## src/rtl/core/udsar_pkg.sv

```systemverilog
`timescale 1ns / 1ps
// ----------------------------------------------------------------------------
// udsar_pkg: shared definitions of the slot and address registry
// Field widths, opcodes, status codes, sequencer states and slot entry type.
// ----------------------------------------------------------------------------
package udsar_pkg;

	localparam int unsigned NUM_SLOTS_DEF = 128;

	localparam int unsigned OP_W      = 3;
	localparam int unsigned CTRL_W    = 2;
	localparam int unsigned PORT_W    = 8;
	localparam int unsigned SPD_W     = 2;
	localparam int unsigned ADDR_W    = 7;
	localparam int unsigned SLOT_ID_W = 7;
	localparam int unsigned STAT_W    = 2;
	localparam int unsigned PKT_W     = 7;
	localparam int unsigned CNT_W     = 8;
	localparam int unsigned ADDR_NUM  = 1 << ADDR_W;

	localparam int unsigned IN_DATA_W  = 32;
	localparam int unsigned OUT_DATA_W = 40;

	localparam logic [OP_W-1:0] OP_CONNECT    = 3'd0;
	localparam logic [OP_W-1:0] OP_DISCONNECT = 3'd1;
	localparam logic [OP_W-1:0] OP_ALLOC      = 3'd2;
	localparam logic [OP_W-1:0] OP_FIND_ADDR  = 3'd3;
	localparam logic [OP_W-1:0] OP_FIND_SLOT  = 3'd4;
	localparam logic [OP_W-1:0] OP_BIND       = 3'd5;

	localparam logic [STAT_W-1:0] ST_OK       = 2'd0;
	localparam logic [STAT_W-1:0] ST_FULL     = 2'd1;
	localparam logic [STAT_W-1:0] ST_NOTFOUND = 2'd2;

	localparam logic [PKT_W-1:0] PKT_LOW  = 7'd8;
	localparam logic [PKT_W-1:0] PKT_FULL = 7'd64;

	localparam logic [SPD_W-1:0] LOW_SPEED_RST = 2'd1;

	typedef enum logic [2:0] {
		S_IDLE,
		S_SCAN,
		S_LOOKUP,
		S_RESOLVE,
		S_DONE
	} state_t;

	typedef struct packed {
		logic [CTRL_W-1:0] controller;
		logic [PORT_W-1:0] port;
		logic [SPD_W-1:0]  speed;
		logic [ADDR_W-1:0] address;
		logic              small_packet;
	} slot_entry_t;

	typedef struct packed {
		logic [STAT_W-1:0]    status;
		logic [SLOT_ID_W-1:0] slot;
		logic [ADDR_W-1:0]    address;
		logic [CTRL_W-1:0]    controller;
		logic [PORT_W-1:0]    port;
		logic [SPD_W-1:0]     speed;
		logic [PKT_W-1:0]     pkt_size;
	} result_t;

endpackage

```

## src/rtl/core/usb_device_slot_and_address_registry.sv

```systemverilog
`timescale 1ns / 1ps
// ----------------------------------------------------------------------------
// usb_device_slot_and_address_registry: device slot table and address map
// Takes one request item at a time and returns one result item for each.
// ----------------------------------------------------------------------------
// A request is taken only while the sequencer is idle; the result then waits
// in an output register, so the next request can be taken before it is read.
// Slot entries sit in a single-port-read RAM that is scanned one entry per
// cycle through one shared key compare, and the address map is scanned one
// bit per cycle. No clearing pass runs after reset: slot busy bits and the
// address map are flip-flops.
// ----------------------------------------------------------------------------
module usb_device_slot_and_address_registry #(
	parameter int unsigned NUM_SLOTS = udsar_pkg::NUM_SLOTS_DEF
) (
	input  logic                             clk,
	input  logic                             arst_n,
	input  logic                             cfg_we,
	input  logic [udsar_pkg::SPD_W-1:0]      cfg_wdata,
	input  logic                             s_tvalid,
	output logic                             s_tready,
	// opcode, controller_index, port_number, speed_code, usb_address, slot_id
	input  logic [udsar_pkg::IN_DATA_W-1:0]  s_tdata,
	output logic                             m_tvalid,
	input  logic                             m_tready,
	// status, result_slot, result_address, result_controller, result_port,
	// result_speed, control_packet_size
	output logic [udsar_pkg::OUT_DATA_W-1:0] m_tdata
);
	import udsar_pkg::*;

	localparam int unsigned SLOT_W = $clog2(NUM_SLOTS);
	localparam logic [CNT_W-1:0] SLOT_END  = CNT_W'(NUM_SLOTS);
	localparam logic [CNT_W-1:0] SLOT_LAST = CNT_W'(NUM_SLOTS - 1);
	localparam logic [CNT_W-1:0] ADDR_LAST = CNT_W'(ADDR_NUM - 1);

	state_t state_q, state_d;

	logic [SPD_W-1:0]     low_speed_q;
	logic [OP_W-1:0]      op_q;
	logic [CTRL_W-1:0]    ctrl_q;
	logic [PORT_W-1:0]    port_q;
	logic [SPD_W-1:0]     spd_q;
	logic [ADDR_W-1:0]    addr_q;
	logic [SLOT_ID_W-1:0] sid_q;
	logic [CNT_W-1:0]     cnt_q;
	logic [NUM_SLOTS-1:0] busy_q;
	logic [ADDR_NUM-1:0]  inuse_q;
	result_t              res_q, res_d;
	logic                 out_valid_q;
	logic [OUT_DATA_W-1:0] out_q;

	logic                 rd_valid_s1;
	logic                 busy_s1;
	logic [SLOT_W-1:0]    rd_idx_s1;

	logic [OP_W-1:0]      in_op;
	logic [CTRL_W-1:0]    in_ctrl;
	logic [PORT_W-1:0]    in_port;
	logic [SPD_W-1:0]     in_spd;
	logic [ADDR_W-1:0]    in_addr;
	logic [SLOT_ID_W-1:0] in_sid;
	logic                 accept;
	logic                 in_sid_ok;

	logic [SLOT_W-1:0]    cnt_slot;
	logic                 conn_free, conn_last;
	logic                 alloc_free, alloc_last;
	logic                 mem_scan, issue, hit, scan_miss;
	logic [CTRL_W+PORT_W-1:0] key_mem, key_req;

	logic                 ram_we;
	logic [SLOT_W-1:0]    ram_waddr, ram_raddr;
	slot_entry_t          ram_wdata, ram_rdata;
	slot_entry_t          conn_entry, bind_entry;

	logic                 res_load, cnt_inc, out_load;
	logic                 busy_set, busy_clr;
	logic [SLOT_W-1:0]    busy_idx;
	logic                 inuse_set, inuse_clr;
	logic [ADDR_W-1:0]    inuse_idx;

	function automatic result_t report_slot(input logic [SLOT_ID_W-1:0] s,
			input slot_entry_t e);
		result_t r;
		r.status     = ST_OK;
		r.slot       = s;
		r.address    = e.address;
		r.controller = e.controller;
		r.port       = e.port;
		r.speed      = e.speed;
		r.pkt_size   = e.small_packet ? PKT_LOW : PKT_FULL;
		return r;
	endfunction

	function automatic result_t status_only(input logic [STAT_W-1:0] st);
		result_t r;
		r        = '0;
		r.status = st;
		return r;
	endfunction

	assign in_op   = s_tdata[2:0];
	assign in_ctrl = s_tdata[4:3];
	assign in_port = s_tdata[12:5];
	assign in_spd  = s_tdata[14:13];
	assign in_addr = s_tdata[21:15];
	assign in_sid  = s_tdata[28:22];

	assign s_tready = (state_q == S_IDLE);
	assign accept   = s_tvalid && s_tready;

	assign in_sid_ok = (in_sid != '0) && (CNT_W'(in_sid) < SLOT_END)
		&& busy_q[in_sid[SLOT_W-1:0]];

	assign cnt_slot   = cnt_q[SLOT_W-1:0];
	assign conn_free  = !busy_q[cnt_slot];
	assign conn_last  = (cnt_q == SLOT_LAST);
	assign alloc_free = !inuse_q[cnt_q[ADDR_W-1:0]];
	assign alloc_last = (cnt_q == ADDR_LAST);

	assign mem_scan = (op_q == OP_DISCONNECT) || (op_q == OP_FIND_ADDR);
	assign issue    = (state_q == S_SCAN) && mem_scan && (cnt_q < SLOT_END);

	// shared key compare: controller and port for disconnect, else address
	assign key_mem = (op_q == OP_DISCONNECT) ? {ram_rdata.controller, ram_rdata.port}
		: (CTRL_W+PORT_W)'(ram_rdata.address);
	assign key_req = (op_q == OP_DISCONNECT) ? {ctrl_q, port_q}
		: (CTRL_W+PORT_W)'(addr_q);
	assign hit       = rd_valid_s1 && busy_s1 && (key_mem == key_req);
	assign scan_miss = !issue && !rd_valid_s1;

	always_comb begin
		conn_entry.controller   = ctrl_q;
		conn_entry.port         = port_q;
		conn_entry.speed        = spd_q;
		conn_entry.address      = '0;
		conn_entry.small_packet = (spd_q == low_speed_q);
		bind_entry              = ram_rdata;
		bind_entry.address      = addr_q;
	end

	always_comb begin
		state_d = state_q;
		case (state_q)
			S_IDLE: begin
				if (accept) begin
					case (in_op)
						OP_CONNECT, OP_DISCONNECT, OP_ALLOC, OP_FIND_ADDR: begin
							state_d = S_SCAN;
						end
						OP_FIND_SLOT, OP_BIND: begin
							state_d = in_sid_ok ? S_LOOKUP : S_DONE;
						end
						default: begin
							state_d = S_DONE;
						end
					endcase
				end
			end
			S_SCAN: begin
				case (op_q)
					OP_CONNECT: begin
						if (conn_free || conn_last) state_d = S_DONE;
					end
					OP_ALLOC: begin
						if (alloc_free || alloc_last) state_d = S_DONE;
					end
					OP_DISCONNECT, OP_FIND_ADDR: begin
						if (hit || scan_miss) state_d = S_DONE;
					end
					default: begin
						state_d = S_DONE;
					end
				endcase
			end
			S_LOOKUP: begin
				state_d = S_RESOLVE;
			end
			S_RESOLVE: begin
				state_d = S_DONE;
			end
			S_DONE: begin
				if (!out_valid_q || m_tready) state_d = S_IDLE;
			end
			default: begin
				state_d = S_IDLE;
			end
		endcase
	end

	always_comb begin
		ram_we    = 1'b0;
		ram_waddr = cnt_slot;
		ram_wdata = conn_entry;
		ram_raddr = (state_q == S_LOOKUP) ? sid_q[SLOT_W-1:0] : cnt_slot;
		res_d     = res_q;
		res_load  = 1'b0;
		cnt_inc   = 1'b0;
		out_load  = 1'b0;
		busy_set  = 1'b0;
		busy_clr  = 1'b0;
		busy_idx  = cnt_slot;
		inuse_set = 1'b0;
		inuse_clr = 1'b0;
		inuse_idx = cnt_q[ADDR_W-1:0];
		case (state_q)
			S_SCAN: begin
				case (op_q)
					OP_CONNECT: begin
						if (conn_free) begin
							ram_we   = 1'b1;
							busy_set = 1'b1;
							res_d    = report_slot(cnt_q[SLOT_ID_W-1:0], conn_entry);
							res_load = 1'b1;
						end else if (conn_last) begin
							res_d    = status_only(ST_FULL);
							res_load = 1'b1;
						end else begin
							cnt_inc = 1'b1;
						end
					end
					OP_ALLOC: begin
						if (alloc_free) begin
							inuse_set     = 1'b1;
							res_d         = status_only(ST_OK);
							res_d.address = cnt_q[ADDR_W-1:0];
							res_load      = 1'b1;
						end else if (alloc_last) begin
							res_d    = status_only(ST_FULL);
							res_load = 1'b1;
						end else begin
							cnt_inc = 1'b1;
						end
					end
					OP_DISCONNECT, OP_FIND_ADDR: begin
						cnt_inc = issue;
						if (hit) begin
							res_d    = report_slot(SLOT_ID_W'(rd_idx_s1), ram_rdata);
							res_load = 1'b1;
							if (op_q == OP_DISCONNECT) begin
								busy_clr  = 1'b1;
								busy_idx  = rd_idx_s1;
								inuse_clr = (ram_rdata.address != '0);
								inuse_idx = ram_rdata.address;
							end
						end
					end
					default: begin
					end
				endcase
			end
			S_RESOLVE: begin
				res_load = 1'b1;
				if (op_q == OP_BIND) begin
					ram_we    = 1'b1;
					ram_waddr = sid_q[SLOT_W-1:0];
					ram_wdata = bind_entry;
					inuse_set = (addr_q != '0);
					inuse_idx = addr_q;
					res_d     = report_slot(sid_q, bind_entry);
				end else begin
					res_d = report_slot(sid_q, ram_rdata);
				end
			end
			S_DONE: begin
				out_load = !out_valid_q || m_tready;
			end
			default: begin
			end
		endcase
	end

	always_ff @(posedge clk or negedge arst_n) begin
		if (!arst_n) begin
			state_q     <= S_IDLE;
			low_speed_q <= LOW_SPEED_RST;
			busy_q      <= '0;
			inuse_q     <= {{(ADDR_NUM-1){1'b0}}, 1'b1};
			out_valid_q <= 1'b0;
			rd_valid_s1 <= 1'b0;
		end else begin
			state_q     <= state_d;
			rd_valid_s1 <= issue;
			if (cfg_we) low_speed_q <= cfg_wdata;
			if (busy_set) busy_q[busy_idx] <= 1'b1;
			if (busy_clr) busy_q[busy_idx] <= 1'b0;
			if (inuse_set) inuse_q[inuse_idx] <= 1'b1;
			if (inuse_clr) inuse_q[inuse_idx] <= 1'b0;
			if (out_load) begin
				out_valid_q <= 1'b1;
			end else if (m_tready) begin
				out_valid_q <= 1'b0;
			end
		end
	end

	always_ff @(posedge clk) begin
		rd_idx_s1 <= cnt_slot;
		busy_s1   <= busy_q[cnt_slot];
		if (accept) begin
			op_q   <= in_op;
			ctrl_q <= in_ctrl;
			port_q <= in_port;
			spd_q  <= in_spd;
			addr_q <= in_addr;
			sid_q  <= in_sid;
			cnt_q  <= CNT_W'(1);
			res_q  <= status_only(ST_NOTFOUND);
		end else begin
			if (cnt_inc) cnt_q <= cnt_q + CNT_W'(1);
			if (res_load) res_q <= res_d;
		end
		if (out_load) begin
			out_q <= {5'b0, res_q.pkt_size, res_q.speed, res_q.port, res_q.controller,
				res_q.address, res_q.slot, res_q.status};
		end
	end

	assign m_tvalid = out_valid_q;
	assign m_tdata  = out_q;

	udsar_slot_ram #(
		.NUM_SLOTS(NUM_SLOTS)
	) u_slot_ram (
		.clk  (clk),
		.we   (ram_we),
		.waddr(ram_waddr),
		.wdata(ram_wdata),
		.raddr(ram_raddr),
		.rdata(ram_rdata)
	);

endmodule

```

## src/rtl/core/udsar_slot_ram.sv

```systemverilog
`timescale 1ns / 1ps
// ----------------------------------------------------------------------------
// udsar_slot_ram: slot entry store
// One write port and one registered read port over the slot entries.
// ----------------------------------------------------------------------------
module udsar_slot_ram #(
	parameter int unsigned NUM_SLOTS = udsar_pkg::NUM_SLOTS_DEF,
	localparam int unsigned SLOT_W = $clog2(NUM_SLOTS)
) (
	input  logic                   clk,
	input  logic                   we,
	input  logic [SLOT_W-1:0]      waddr,
	input  udsar_pkg::slot_entry_t wdata,
	input  logic [SLOT_W-1:0]      raddr,
	output udsar_pkg::slot_entry_t rdata
);
	import udsar_pkg::*;

	slot_entry_t mem_q [NUM_SLOTS];
	slot_entry_t rdata_q;

	always_ff @(posedge clk) begin
		if (we) begin
			mem_q[waddr] <= wdata;
		end
	end

	always_ff @(posedge clk) begin
		rdata_q <= mem_q[raddr];
	end

	assign rdata = rdata_q;

endmodule

```

## config.mk

```make
export PLATFORM = sky130hd
export DESIGN_NAME = usb_device_slot_and_address_registry
export DESIGN_NICKNAME = d
export VERILOG_FILES = /design/src/rtl/core/udsar_pkg.sv /design/src/rtl/core/usb_device_slot_and_address_registry.sv /design/src/rtl/core/udsar_slot_ram.sv
export SDC_FILE = /design/constraint.sdc
export NUM_CORES = 2
export LEC_CHECK = 0
export BUFFER_PORTS_ARGS = -buffer_cell sky130_fd_sc_hd__buf_4
export CAP_MARGIN = 15
export CORE_ASPECT_RATIO = 0.7
export CORE_MARGIN = 5
export CORE_UTILIZATION = 35
export CTS_CLUSTER_DIAMETER = 120
export DETAILED_ROUTE_END_ITERATION = 8
export GPL_TIMING_DRIVEN = 0
export SYNTH_ARGS = -nofsm -noshare
export SYNTH_HDL_FRONTEND = slang
export SYNTH_SLANG_ARGS = --single-unit
```

## constraint.sdc

```tcl
create_clock -name clk -period 5.2 [get_ports clk]
set_input_delay 0.52 -clock clk [delete_from_list [all_inputs] [get_ports clk]]
set_output_delay 0.52 -clock clk [all_outputs]
set_load 0.02 [all_outputs]
```

==> results.toml <==
[clocking]
cts_buffers = 293
path_clk_slew_ns = 0.07
clock_latency_ns = 0.91
cts_tree = "built"
clock_sinks = 2958
cts_max_path_buffers = 4
htreeDepth = 5
cts-root-buf = "clkbuf_16"

[timing]
whs_ns = 0.107
skew_ns = 0.0922
fin_setup_tns_ns = -1.98
worst_pin_slew_ns = 1.29
max_freq_mhz = 189
hold_viol_final = 0
slew_viol_final = 0
postLayoutSetupSlackWorst_ns = -0.0919
setup-violations-final = 43
min_period_ns = 5.29
fin_crit_sh_pct = 102
max_slew_margin_pct = 13.7

[yosys]
yosys.area.top_type = "edfxtp_1"
synthesis.instances = 6633
ys_ff_latch = 2958
avgSynthCellArea_um2 = 18.1
yosys_warnings = 0
syn_area_um2 = 120000
synth.area.top_cells = "edfxtp_1, mux4_2, dfrtp_1"
yosysUniqueCellTypes = 93
ys_seq_area_share_pct = 72.2
ys.flop_type = "edfxtp_1"
synth-async-reset-ratio_pct = 8.89
synth_edf_count = 2624
yosysTopAreaCellShare_pct = 65.5

[drt]
vias = 71112
ant_nets = 0
wire_per_inst_um = 31.1
drt-initial-drc-count = 10414
drt-total-wl_um = 377000
viasPerCell = 5.87
detail_route.first_pass.iterations = 8
drc_errors = 0

[placed_design]
hpwl_um = 258000
post-place-ws_ns = -1.54
gp_congestion = 0.937
portBuffers = 72
dp.cells = 11445

[critical_path]
crit_path_top_delay_cell = "nor2_2"
r2r_cells = 10
r2r_slack_ns = -0.09
crit_path_end_kind = "flip-flop"
cpPeakStageDelay_ns = 0.81
crit_path_start_kind = "flip-flop"
cp_top_family = "simple AND/OR/NAND/NOR gates"
cp_num_buf_inv = 4
r2r_start = "state_q[1]"
path_class = "flip-flop to flip-flop"
path_cells = "clkbuf_1 -> inv_1 -> nor2_1 -> clkbuf_1 -> nand2_1 -> or3_1 -> o21ai_1 -> nand2_1 -> nor2_2 -> buf_8"
critPathMaxFanout = 12
required_ns = 5.79
crit_arrival_ns = 5.88
reg2reg_to = "u_slot_ram.mem_q[9][3]"

[die]
die_h_um = 500
core_um2 = 343000
initial_utilization_pct = 35.1
fp.dieW_um = 711
dieArea_um2 = 356000
io-pin-count = 81
core.rowCount = 180

[global_route]
grt_max_degree = 120
grt_pass1_vias = 68608
met3_usage_pct = 7.08
antenna_found_initial = 25
grt_pass1_wl_um = 527000
grt.busiest_layer = "met1"
use_met1_pct = 31.7
grt_use_met2_pct = 27.5
grt_overflow_total = 0
gr-usage-all-layers_pct = 20.7

[worst_hold_path]
hp-class = "primary input to flip-flop"
hold-path-endpoint = "m_tvalid"
hp-start = "m_tready"
hold_path_depth = 3

[cells_and_area]
syn2layout_area_growth_pct = 18.4
layout_common_cells = "edfxtp_1, mux4_2, nand2_1"
final_nets = 7397
drive_gt1_share_pct = 27.7
fillCellCount = 29986
final_common_cell = "edfxtp_1"
final_cells = 12122

[pwr]
p_per_area_nw_per_um2 = 426
p_leak_uw = 0.0455
ir_drop_v = 0.000274

[run]
maxCapViolations = 0

[status]
violations = "setup timing"
status = "complete, but fails checks"
## where the power goes
part | internal [uW] | switching, uW | leakage (uW)
clock | 11900 | 9220 | 0.00450
sequential | 26800 | 450 | 0.0277
combinational | 4430 | 7970 | 0.0133
total | 43100 | 17600 | 0.0455
## routing by layer
layer	up-vias	wire, um
li1	28790	-
met1	37361	162000
met2	4370	152000
met3	587	51700
met4	4	11700
met5	-	21
## worst max path at each step
| stage | end | startpoint | slack [ns] | cells after the start |
|---|---|---|---|---|
| after floorplan | inuse_q[66] | state_q[0] | 0.58 | 12 |
| after global placement | inuse_q[108] | state_q[0] | -3.51 | 12 |
| after detailed placement | u_slot_ram.mem_q[59][3] | cnt_q[1] | -1.54 | 15 |
| after CTS | u_slot_ram.rdata[1] | cnt_q[1] | 0.00006 | 15 |
| after global routing | u_slot_ram.rdata[2] | cnt_q[2] | -0.10 | 12 |
| final | u_slot_ram.mem_q[9][3] | state_q[1] | -0.09 | 10 |
## synth_stat cells (71+ instances only)
master and instances:
a211oi_1 373, a21oi_1 367, a311oi_1 80, a31oi_1 243, and2_1 184, buf_2 182
clkbuf_1 237, dfrtp_1 261, dfxtp_1 71, edfxtp_1 2624, mux4_2 701, nand2_1 470
nor2_1 206
## kinds of logic (layout without fill, tap and decap cells)
logic type	after synthesis	after routing	share of synthesized area [%]
AOI/OAI and AO/OA	1291	1291	7.25
adders and majority gates	1	1	0.0104
muxes	800	800	14.2
DFF	2958	2958	72.2
xor gates and xnor gates	20	20	0.146
other	1	9	0.00312
buffers and inverters	521	1447	2.11
and+or+nand+nor	1041	1046	4.12
## through the flow
step	cell area, um^2	power (uW)	utilization, %
6_report	142000	60700	41.5
5_1_grt	142000	62700	41.5
4_1_cts	141000	60700	41.2
3_5_place_dp	130000	39600	38.0
3_3_place_gp	127000	39300	36.9
2_1_floorplan	120000	34500	-
## layout make-up
type	instances	area, um^2	area share (%)
antenna	4	10.0	0.00703
buffer	496	2590	1.82
clock buffer	367	7780	5.46
clock inverter	139	1440	1.01
inverter	25	100	0.0703
multi-input combinational	3163	32700	23.0
sequential	2958	86800	60.9
tap	4550	5690	4.00
timing repair buffer	420	5300	3.72
## sequential cells by signal (all words and copies together), names as in the netlist
signal / count
addr_q: 7
busy_q: 128
busy_s1: 1
cnt_q: 8
ctrl_q: 2
inuse_q: 128
low_speed_q: 2
m_tdata: 35
m_tvalid: 1
op_q: 3
port_q: 8
rd_idx_s1: 7
rd_valid_s1: 1
res_q: 35
sid_q: 7
spd_q: 2
state_q: 3
u_slot_ram.mem_q: 2560
u_slot_ram.rdata: 20
## worst register-to-register path, cell delays in order, from the launching register on
cell and delay (ns):
dfrtp_1 0.35, clkbuf_1 0.39, inv_1 0.14, nor2_1 0.23, clkbuf_1 0.44, nand2_1 0.44
or3_1 0.44, o21ai_1 0.67, nand2_1 0.80, nor2_2 0.82, buf_8 0.26
## timing repair
action / CTS / global route
buffers inserted: 35 / 91
hold buffers: 34 / 0
pin swaps: 18 / 30
endpoints found under the hold margin: 118 / 0
setup endpoints to repair: 2580 / 782
resized for setup: 198 / 81
cloned: 4 / 1
No activity file was read; power rests on OpenSTA's default activity.
